`config.mk`:
```
export PLATFORM = sky130hd
export DESIGN_NAME = least_loaded_server_picker_top
export DESIGN_NICKNAME = d
export VERILOG_FILES = /design/src/rtl/lls_pkg.sv /design/src/rtl/least_loaded_server_picker_top.sv /design/src/rtl/lls_load_mem.sv /design/src/rtl/lls_ctrl.sv
export VERILOG_INCLUDE_DIRS = /design/src /design/src/rtl
export SDC_FILE = /design/constraint.sdc
export NUM_CORES = 1
export LEC_CHECK = 0
export BUFFER_PORTS_ARGS = -buffer_cell sky130_fd_sc_hd__buf_2
export CORE_MARGIN = 2
export CORE_UTILIZATION = 50
export CTS_CLUSTER_SIZE = 30
export DETAILED_ROUTE_END_ITERATION = 8
export PLACE_DENSITY = 0.74
export SETUP_SLACK_MARGIN = 0.02
export SYNTH_ARGS = -nofsm -noshare
export SYNTH_HDL_FRONTEND = slang
export SYNTH_SLANG_ARGS = --single-unit
```
`constraint.sdc`:
```
create_clock -name clk -period 5.5 [get_ports clk]
set_clock_uncertainty 0.2 [all_clocks]
set_input_delay 0.825 -clock clk [delete_from_list [all_inputs] [get_ports clk]]
set_output_delay 0.825 -clock clk [all_outputs]
set_load 0.1 [all_outputs]
```
`src/rtl/least_loaded_server_picker_top_macros.svh`:
```
// Assertion macros for the least-loaded server picker.
// Needs a clk and an active-high rst in the scope that uses them.
`ifndef LEAST_LOADED_SERVER_PICKER_TOP_MACROS_SVH
`define LEAST_LOADED_SERVER_PICKER_TOP_MACROS_SVH

// same-cycle implication
`define LLS_ASSERT_NOW(lbl, ante, cons, msg) \
  lbl: assert property (@(posedge clk) disable iff (rst) (ante) |-> (cons)) else $error(msg);

// next-cycle implication
`define LLS_ASSERT_NEXT(lbl, ante, cons, msg) \
  lbl: assert property (@(posedge clk) disable iff (rst) (ante) |=> (cons)) else $error(msg);

`endif

```
`src/rtl/lls_pkg.sv`:
```
// Shared constants and types for the least-loaded server picker.
// No dependencies.
package lls_pkg;

  localparam int MAX_SERVERS = 16;
  localparam int LOAD_BITS   = 32;
  localparam int TIME_W      = 16;
  localparam int CFG_W       = 5;
  localparam int SRV_W       = 5;
  localparam int IDX_W       = $clog2(MAX_SERVERS);
  localparam int CNT_W       = $clog2(MAX_SERVERS + 1);
  localparam int CMP_W       = (CNT_W > CFG_W) ? CNT_W : CFG_W;

  // command field of an input beat
  typedef enum logic {
    CMD_JOB    = 1'b0,
    CMD_FINISH = 1'b1
  } cmd_t;

  // control from the sequencer to the load store
  typedef struct packed {
    logic             rd_en;
    logic [IDX_W-1:0] rd_addr;
    logic             wr_en;
    logic [IDX_W-1:0] wr_addr;
    logic             clear;
  } mem_req_t;

endpackage

```
`src/rtl/least_loaded_server_picker_top.sv`:
```
// Least-loaded server picker. While the batch is still filling its servers,
// a job does one read and one write-back of the load store. Once every
// server has a job, it runs a scan over n entries, n being the effective
// server count, that reads one load per cycle from the store before the
// saturating update. A finish clears all loads, after the same scan once
// every server has a job. The input is taken only when the previous beat
// is done; a finished result waits in an output register. The configuration
// write is always ready and must only be used while the block is idle.
// Depends on lls_pkg, lls_load_mem and lls_ctrl.
module least_loaded_server_picker_top (
  input  logic                        clk,
  input  logic                        rst,
  input  logic                        cfg_valid,
  output logic                        cfg_ready,
  input  logic [lls_pkg::CFG_W-1:0]   cfg_data,
  input  logic                        in_valid,
  output logic                        in_ready,
  input  logic                        command,
  input  logic [lls_pkg::TIME_W-1:0]  service_time,
  output logic                        out_valid,
  input  logic                        out_ready,
  output logic [lls_pkg::SRV_W-1:0]   next_server
);

  logic [lls_pkg::CFG_W-1:0]     num_servers;
  logic [lls_pkg::CNT_W-1:0]     n_active;
  lls_pkg::mem_req_t             mem_req;
  logic [lls_pkg::LOAD_BITS-1:0] wr_data;
  logic [lls_pkg::LOAD_BITS-1:0] rd_data;

  assign cfg_ready = 1'b1;

  always_ff @(posedge clk) begin
    if (rst) begin
      num_servers <= lls_pkg::CFG_W'(1);
    end else if (cfg_valid && cfg_ready) begin
      num_servers <= cfg_data;
    end
  end

  // zero acts as one, anything above the array size as the array size
  always_comb begin
    if (num_servers == '0) begin
      n_active = lls_pkg::CNT_W'(1);
    end else if (lls_pkg::CMP_W'(num_servers) > lls_pkg::CMP_W'(lls_pkg::MAX_SERVERS)) begin
      n_active = lls_pkg::CNT_W'(lls_pkg::MAX_SERVERS);
    end else begin
      n_active = lls_pkg::CNT_W'(num_servers);
    end
  end

  lls_ctrl u_ctrl (
    .clk          (clk),
    .rst          (rst),
    .n_active     (n_active),
    .in_valid     (in_valid),
    .in_ready     (in_ready),
    .command      (command),
    .service_time (service_time),
    .out_valid    (out_valid),
    .out_ready    (out_ready),
    .next_server  (next_server),
    .mem_req      (mem_req),
    .wr_data      (wr_data),
    .rd_data      (rd_data)
  );

  lls_load_mem u_mem (
    .clk     (clk),
    .rst     (rst),
    .req     (mem_req),
    .wr_data (wr_data),
    .rd_data (rd_data)
  );

endmodule

```
`src/rtl/lls_load_mem.sv`:
```
// Per-server load store: synchronous RAM, one read and one write port.
// Valid bits make unwritten or cleared entries read as zero. Uses lls_pkg.
module lls_load_mem (
  input  logic                          clk,
  input  logic                          rst,
  input  lls_pkg::mem_req_t             req,
  input  logic [lls_pkg::LOAD_BITS-1:0] wr_data,
  output logic [lls_pkg::LOAD_BITS-1:0] rd_data
);

  logic [lls_pkg::LOAD_BITS-1:0]   mem [lls_pkg::MAX_SERVERS];
  logic [lls_pkg::MAX_SERVERS-1:0] valid;

  always_ff @(posedge clk) begin
    if (req.wr_en) begin
      mem[req.wr_addr] <= wr_data;
    end
  end

  always_ff @(posedge clk) begin
    if (req.rd_en) begin
      rd_data <= valid[req.rd_addr] ? mem[req.rd_addr] : '0;
    end
  end

  // clear wipes the whole batch: every valid bit drops together
  always_ff @(posedge clk) begin
    if (rst) begin
      valid <= '0;
    end else if (req.clear) begin
      valid <= '0;
    end else if (req.wr_en) begin
      valid[req.wr_addr] <= 1'b1;
    end
  end

endmodule

```
`src/rtl/lls_ctrl.sv`:
```
// Sequencer: fill phase, min-scan over the load store, saturating update,
// finish handling and result register. Uses lls_pkg and the assertion macros.
`include "least_loaded_server_picker_top_macros.svh"

module lls_ctrl (
  input  logic                          clk,
  input  logic                          rst,
  input  logic [lls_pkg::CNT_W-1:0]     n_active,
  input  logic                          in_valid,
  output logic                          in_ready,
  input  logic                          command,
  input  logic [lls_pkg::TIME_W-1:0]    service_time,
  output logic                          out_valid,
  input  logic                          out_ready,
  output logic [lls_pkg::SRV_W-1:0]     next_server,
  output lls_pkg::mem_req_t             mem_req,
  output logic [lls_pkg::LOAD_BITS-1:0] wr_data,
  input  logic [lls_pkg::LOAD_BITS-1:0] rd_data
);

  typedef enum logic [4:0] {
    S_IDLE = 5'b00001,
    S_FILL = 5'b00010,
    S_SCAN = 5'b00100,
    S_UPD  = 5'b01000,
    S_OUT  = 5'b10000
  } state_t;

  state_t                          state, state_next;
  logic                            cmd;
  logic [lls_pkg::TIME_W-1:0]      t;
  logic [lls_pkg::CNT_W-1:0]       jobs_seen;
  logic [lls_pkg::IDX_W-1:0]       k;
  logic [lls_pkg::IDX_W-1:0]       best_idx, best_idx_next;
  logic [lls_pkg::LOAD_BITS-1:0]   best_load, best_load_next;
  logic [lls_pkg::CNT_W-1:0]       res;
  logic [lls_pkg::IDX_W-1:0]       last_idx;
  logic                            scan_last;
  logic                            filling;
  logic                            accept;

  function automatic logic [lls_pkg::LOAD_BITS-1:0] sat_add(
    input logic [lls_pkg::LOAD_BITS-1:0] cur,
    input logic [lls_pkg::TIME_W-1:0]    inc
  );
    logic [lls_pkg::LOAD_BITS:0] sum;
    sum = {1'b0, cur} + (lls_pkg::LOAD_BITS+1)'(inc);
    return sum[lls_pkg::LOAD_BITS] ? '1 : sum[lls_pkg::LOAD_BITS-1:0];
  endfunction

  assign in_ready  = (state == S_IDLE);
  assign accept    = in_valid && in_ready;
  assign filling   = (jobs_seen < n_active);
  assign last_idx  = lls_pkg::IDX_W'(n_active - lls_pkg::CNT_W'(1));
  assign scan_last = (k == last_idx);

  // running minimum; strict less keeps the lowest number on a tie
  always_comb begin
    best_idx_next  = best_idx;
    best_load_next = best_load;
    if (k == '0 || rd_data < best_load) begin
      best_idx_next  = k;
      best_load_next = rd_data;
    end
  end

  always_comb begin
    state_next      = state;
    mem_req         = '0;
    wr_data         = sat_add(rd_data, t);
    unique case (state)
      S_IDLE: begin
        if (accept) begin
          if (filling) begin
            if (command == lls_pkg::CMD_JOB) begin
              mem_req.rd_en   = 1'b1;
              mem_req.rd_addr = jobs_seen[lls_pkg::IDX_W-1:0];
              state_next      = S_FILL;
            end else begin
              mem_req.clear = 1'b1;
              state_next    = S_OUT;
            end
          end else begin
            mem_req.rd_en   = 1'b1;
            mem_req.rd_addr = '0;
            state_next      = S_SCAN;
          end
        end
      end
      S_FILL: begin
        mem_req.wr_en   = 1'b1;
        mem_req.wr_addr = jobs_seen[lls_pkg::IDX_W-1:0];
        state_next      = S_IDLE;
      end
      S_SCAN: begin
        if (scan_last) begin
          state_next = S_UPD;
        end else begin
          mem_req.rd_en   = 1'b1;
          mem_req.rd_addr = k + lls_pkg::IDX_W'(1);
        end
      end
      S_UPD: begin
        if (cmd == lls_pkg::CMD_JOB) begin
          mem_req.wr_en   = 1'b1;
          mem_req.wr_addr = best_idx;
          wr_data         = sat_add(best_load, t);
          state_next      = S_IDLE;
        end else begin
          mem_req.clear = 1'b1;
          state_next    = S_OUT;
        end
      end
      S_OUT: begin
        if (!out_valid || out_ready) begin
          state_next = S_IDLE;
        end
      end
      default: state_next = S_IDLE;
    endcase
  end

  always_ff @(posedge clk) begin
    if (rst) begin
      state     <= S_IDLE;
      jobs_seen <= '0;
      out_valid <= 1'b0;
    end else begin
      state <= state_next;
      if (mem_req.clear) begin
        jobs_seen <= '0;
      end else if (mem_req.wr_en && jobs_seen < lls_pkg::CNT_W'(lls_pkg::MAX_SERVERS)) begin
        jobs_seen <= jobs_seen + lls_pkg::CNT_W'(1);
      end
      if (state == S_OUT && (!out_valid || out_ready)) begin
        out_valid <= 1'b1;
      end else if (out_ready) begin
        out_valid <= 1'b0;
      end
    end
  end

  always_ff @(posedge clk) begin
    if (accept) begin
      cmd <= command;
      t   <= service_time;
      k   <= '0;
      res <= jobs_seen + lls_pkg::CNT_W'(1);
    end
    if (state == S_SCAN) begin
      best_idx  <= best_idx_next;
      best_load <= best_load_next;
      k         <= k + lls_pkg::IDX_W'(1);
    end
    if (state == S_UPD) begin
      res <= lls_pkg::CNT_W'(best_idx) + lls_pkg::CNT_W'(1);
    end
    if (state == S_OUT && (!out_valid || out_ready)) begin
      next_server <= lls_pkg::SRV_W'(res);
    end
  end

  `LLS_ASSERT_NOW(a_no_rw_overlap, mem_req.rd_en, !mem_req.wr_en, "read and write in one cycle")
  `LLS_ASSERT_NEXT(a_clear_resets_count, mem_req.clear, jobs_seen == '0, "count not cleared")
  `LLS_ASSERT_NOW(a_scan_in_range, state == S_SCAN, lls_pkg::CNT_W'(k) < n_active, "scan past count")
  `LLS_ASSERT_NOW(a_fill_after_read, state == S_FILL, $past(mem_req.rd_en), "fill without read")

endmodule
```
==> results of run 1 <==
## kinds of logic after synthesis
kind of cell               synth area share, %
and+or+nand+nor                           12.7
muxes                                     1.58
adders and majority gates                 3.34
buffers and inverters                     2.73
DFF                                       67.3
xor gates and xnor gates                  2.24
other                                   0.0133
AOI/OAI and AO/OA                         10.1
## placed cells by master, fill, tap and decap left out, types with 39 or more instances in the layout
cell type,synthesis,routed
a211oi_1,62,61
a21oi_1,63,63
a22oi_1,57,57
a31oi_1,61,60
a32oi_1,39,39
and3_1,68,68
buf_4,6,47
clkbuf_16,0,71
edfxtp_1,611,611
ha_1,72,72
inv_1,53,53
mux2i_1,43,43
nand2_1,370,370
nand3_1,100,100
nand4_1,43,43
nor2_1,91,85
xnor2_1,45,45
## cell usage after synthesis, types with 19 or more instances
cell type	n	area (um^2)
clkbuf_1	44	165
nor2_1	91	342
and3_1	68	425
nand3_1	100	500
a21o_1	21	158
dfxtp_1	32	641
a21oi_1	63	315
mux2i_1	43	430
a32oi_1	39	342
inv_1	53	199
nand4_1	43	269
a31oi_1	61	382
nor2b_1	19	119
ha_1	72	901
o21ai_0	34	170
buf_2	58	290
a211oi_1	62	465
a22oi_1	57	428
edfxtp_1	611	18300
xor2_1	27	236
xnor2_1	45	394
nand2_1	370	1390
## metal layers
layer | wire length [um] | vias up
met2 | 34100 | 1030
met3 | 7880 | 176
met5 | 0 | -
met1 | 30600 | 9348
met4 | 3030 | 0
li1 | - | 8272
## stage by stage
step           setup WS [ns]  instances  power (mW)  area [um^2]
2_1_floorplan           1.13       2167        6.40        28200
3_3_place_gp           0.963       2897        6.69        29500
3_5_place_dp           0.827       2897        6.72        29500
4_1_cts                0.800       3011        10.9        31500
5_1_grt                0.404       3012        11.2        31500
6_report               0.694       3013        10.9        31500
## how the worst max path moves through the flow
| stage | slack [ns] | startpoint | depth (start not counted) | endpoint |
|---|---|---|---|---|
| 6_report | 0.69 | u_mem.rd_data[0]$_SDFFCE_PN0P_ | 12 | u_mem.mem[14][29]$_DFFE_PP_ |
| 5_1_grt | 0.40 | u_mem.rd_data[0]$_SDFFCE_PN0P_ | 13 | u_mem.mem[11][22]$_DFFE_PP_ |
| 4_1_cts | 0.80 | u_mem.rd_data[0]$_SDFFCE_PN0P_ | 12 | u_mem.mem[7][9]$_DFFE_PP_ |
| 3_5_place_dp | 0.83 | u_ctrl.t[0]$_DFFE_PP_ | 12 | u_mem.mem[2][27]$_DFFE_PP_ |
| 3_3_place_gp | 0.96 | u_ctrl.best_load[0]$_DFFE_PP_ | 12 | u_mem.mem[0][27]$_DFFE_PP_ |
| 2_1_floorplan | 1.13 | num_servers[4]$_SDFFE_PP0P_ | 6 | u_mem.rd_data[0]$_SDFFCE_PN0P_ |
## registers in the layout (all words and copies together), names as in the netlist
| name | count |
|---|---|
| u_mem.mem | 512 |
| u_ctrl.best_load | 32 |
| u_mem.rd_data | 32 |
| u_ctrl.t | 16 |
| u_mem.valid | 16 |
| num_servers | 5 |
| u_ctrl.jobs_seen | 5 |
| u_ctrl.next_server | 5 |
| u_ctrl.res | 5 |
| u_ctrl.state | 5 |
| u_ctrl.best_idx | 4 |
| u_ctrl.k | 4 |
| u_ctrl.cmd | 1 |
| u_ctrl.out_valid | 1 |
## cell type report
cell class | count | area (um^2)
fillers | 4341 | 24600
flip-flops and latches | 643 | 19000
multi-input cells | 1356 | 8630
clock buffers | 85 | 1830
well taps | 756 | 946
repair buffers | 89 | 698
inverters | 53 | 199
clock inverters | 29 | 194
diodes | 2 | 5.00
## power breakdown
group          internal [mW]  switching (mW)
sequential              5.68          0.0652
combinational          0.266           0.635
clock                   2.44            1.81
total                   8.39            2.52
## critical path: stages, from the launching register on
cell       delay, ns
edfxtp_1        0.37
ha_1            0.17
inv_1           0.06
fa_1            0.40
nor2b_1         0.17
o2111ai_1       0.16
a31o_2          0.27
o211ai_1        0.20
a21oi_1         0.23
nor3_2          0.49
a31oi_2         0.46
buf_4           0.33
a22oi_1         0.90
==> results.toml, run 1 <==
[detailed_routing]
via_per_inst = 6.25
vias = 18800
finalWirelength_um = 75600
antenna_left = 0
drt_iter0_drc = 2391
first_pass_iters = 6
wl_per_cell_um = 25.1
post-route-drc-count = 0

[clock_network]
cts.root.buffer_cell = "clkbuf_16"
cts_tree = "done"
cts_buffer_depth = 3
h-tree-depth = 3
path_clk_slew_ns = 0.06
ctsHoldBuffers = 0
numCtsBuffers = 67
clk_latency_ns = 0.60
postCtsResizedCells = 0
cts_sinks = 643
cts_setup_buffers = 0

[timing]
tns_ns = 0
hold-worst-slack_ns = 0.216
hold_violations = 0
setup_viol = 0
final.period_utilization_pct = 87.4
drv_slew = 0
timing.fmax_ghz = 0.208
slew_headroom_pct = 8.59
rsz0062_at_grt = "no"
tightest_slew_ns = 1.36
min_period_ns = 4.81

[yosys]
syn_area_um2 = 28200
yosysUniqueCellTypes = 78
syn_avg_cell_area_um2 = 13.0
synth_flop_cell = "edfxtp_1"
ys_ff_latch = 643
synth_edf_count = 611
synth-seq-area-share_pct = 67.3
syn_nets = 2268
synthArstFlopShare_pct = 0
synthCells = 2167
synth_warnings = 0

[run]
drv_cap = 0

[worst_setup_path]
r2r_start = "u_mem.rd_data[0]$_SDFFCE_PN0P_"
end_kind = "flop"
cp.required_ns = 5.52
worst-r2r-cell-count = 12
r2r-end = "u_mem.mem[14][29]$_DFFE_PP_"
reg2reg_slack_ns = 0.69
arrival_ns = 4.82
setup.worst_path.class = "reg -> reg"
startpoint_type = "flop"
cp_max_fo = 16

[global_route]
grt_pass1_vias = 18100
met1_usage_pct = 34.9
grt_max_degree = 132
use_met2_pct = 38.9
antenna_found_initial = 3
top_usage_layer = "met2"
use_met3_pct = 5.77
grt_use_total_pct = 25.3
grt_pass1_wl_um = 111000
overflow = 0

[final_layout]
fin_util_pct = 56.2
areaGrowthSynthToFinish_pct = 11.6
drive_above_1_share_pct = 10.2
layout.nets = 2311

[floorplan]
rows = 87
ios = 35
die-area_um2 = 58300
die_h_um = 242
die_w_um = 242
core_area_um2 = 56100
initial_core_util_pct = 50.3

[min_path]
hold_class = "in -> reg"
hp-start = "service_time[7]"
hold_depth = 1
hold_end = "u_ctrl.t[7]$_DFFE_PP_"

[power]
leakage_nw = 10.8
vdd_ir_drop_max_mv = 0.231
powerDensity_nw_per_um2 = 346

[outcome]
status = "complete, no violations"

[placement]
gp_congestion = 0.909
io_buffers = 33
hpwl_um = 42400
(Power assumes the default switching activity.)
==> inputs of run 2 (changes only) <==
Settings changed: PLACE_DENSITY 0.74 to 0.76.
Clock period 5.5 ns to 4.2 ns, I/O delays scaled along.
==> run 2 against run 1 <==
Effect of this change:
- power grew 34%
- critical endpoint is now u_mem.rd_data[1]$_SDFFCE_PN0P_
- critical path type unchanged
- hold slack lost 0.20 ns
- cell count grew 1.5%
- global-route usage shrank 0.70 points
==> results.toml, run 2 (synthesis results as in run 1) <==
[outcome]
status = "complete, no violations"

[global_route]
grt_pass1_vias = 18500
grt_max_degree = 169
grt_pass1_wl_um = 110000
overflow = 0
grt_use_total_pct = 24.6
antenna_found_initial = 0

[final_layout]
final_cell_mix = "edfxtp_1, nand2_1, nand3_1"
antenna_cells = 0
areaGrowthSynthToFinish_pct = 14.4
top_register = "u_mem.mem"
reg.largest.list = "u_mem.mem x512, u_ctrl.best_load x32, u_mem.rd_data x32"
drive_above_1_share_pct = 12.9
fillers = 4205
largest_reg_flops = 512
final_cell_area_um2 = 32300
layout.nets = 2358
layout_commonest_cell = "edfxtp_1"

[timing]
rsz0062_at_grt = "no"
setup_viol = 0
timing.fmax_ghz = 0.248
hold_violations = 0
tightest_slew_ns = 0.975
hold-worst-slack_ns = 0.0131
min_period_ns = 4.04
fin_ws_ns = 0.162
slew_headroom_pct = 34.7
tns_ns = 0
final.period_utilization_pct = 96.2
drv_slew = 0

[clock_network]
numCtsBuffers = 67
cts_sinks = 643
cts_buffer_depth = 3
cts.root.buffer_cell = "clkbuf_16"
h-tree-depth = 3
clk_latency_ns = 0.60
cts_tree = "done"
path_clk_slew_ns = 0.06

[worst_setup_path]
cp_max_fo = 19
startpoint_type = "flop"
cpLargestDelayFamily = "compound AO/OA/AOI/OAI gates"
setup.worst_path.class = "reg -> reg"
crit_buf_inv = 1
arrival_ns = 4.24
cp.required_ns = 4.41
cp_slowest_cell = "mux2_4"
r2r_start = "num_servers[1]$_SDFFE_PP0P_"
cp_cell_sequence = "nor4_4 > nor2_2 > ha_1 > xor2_1 > o21ai_0 > a211o_1 > a32oi_4 > o21bai_1 > a211oi_1 > nand4b_1 > mux2_4 > buf_12 > a21oi_2"
crit_start = "num_servers[1]$_SDFFE_PP0P_"
end_kind = "flop"
cpPeakStageDelay_ns = 0.44

[detailed_routing]
wl_per_cell_um = 24.0
post-route-drc-count = 0
finalWirelength_um = 73500
vias = 19000
m1WireLength_um = 29100
drt_iter0_drc = 2479
first_pass_iters = 5
wl_met3_um = 7050
met2_length_um = 35100
via_per_inst = 6.22
dr.max_layer_used = "met4"
antenna_left = 0

[floorplan]
ios = 35
die_w_um = 242
die-area_um2 = 58300
die_h_um = 242
initial_core_util_pct = 50.3
core_area_um2 = 56100
rows = 87

[placement]
io_buffers = 33
placed_area_um2 = 29900
gp_congestion = 0.894
hpwl_um = 41900
pre_cts_ws_ns = -0.186

[power]
leakage_nw = 11.1
power_mw = 14.6
vdd_ir_drop_max_mv = 0.286
powerDensity_nw_per_um2 = 452

[min_path]
hp-start = "service_time[9]"
hold_class = "in -> reg"

[run]
drv_cap = 0
## run 2: per-stage QoR
step           util [%]  instances
2_1_floorplan         -       2167
3_3_place_gp       53.3       2933
3_5_place_dp       53.3       2933
4_1_cts            57.3       3056
5_1_grt            57.5       3059
6_report           57.5       3059
## run 2: final timing paths
check / cells past startpoint / end / slack (ns)
setup / recovery: 13 / u_mem.rd_data[1]$_SDFFCE_PN0P_ / 0.16
hold / removal: 1 / u_ctrl.t[9]$_DFFE_PP_ / 0.01
setup reg to reg: 13 / u_mem.rd_data[1]$_SDFFCE_PN0P_ / 0.16
hold reg to reg: 0 / u_ctrl.next_server[1]$_DFFE_PP_ / 0.22
## run 2: repair_timing
item,in CTS,in global routing
hold buffers,6,0
setup endpoints to repair,270,210
endpoints found under the hold margin,6,0
resized for setup,18,14
pin swaps,1,3
buffers inserted,2,3
## run 2: layer usage
layer  GRT usage, %  up-vias
met4           9.26        0
met3           4.33      179
met5              0        -
met1           33.1     9432
met2           40.2     1067
li1               -     8363
## run 2: power by group
part	leakage [nW]	internal, mW	switching (mW)	total, mW
combinational	4.29	0.417	0.883	1.30
clock	1.02	3.38	2.38	5.76
sequential	5.78	7.43	0.0775	7.51
## run 2: final cells by class
cell class,instances,area [um^2],share of cell area (%)
sequential,643,19000,58.9
multi-input combinational,1356,8770,27.2
clock buffer,87,1840,5.69
timing repair buffer,136,1260,3.92
tap,756,946,2.93
clock inverter,28,256,0.795
inverter,53,199,0.617
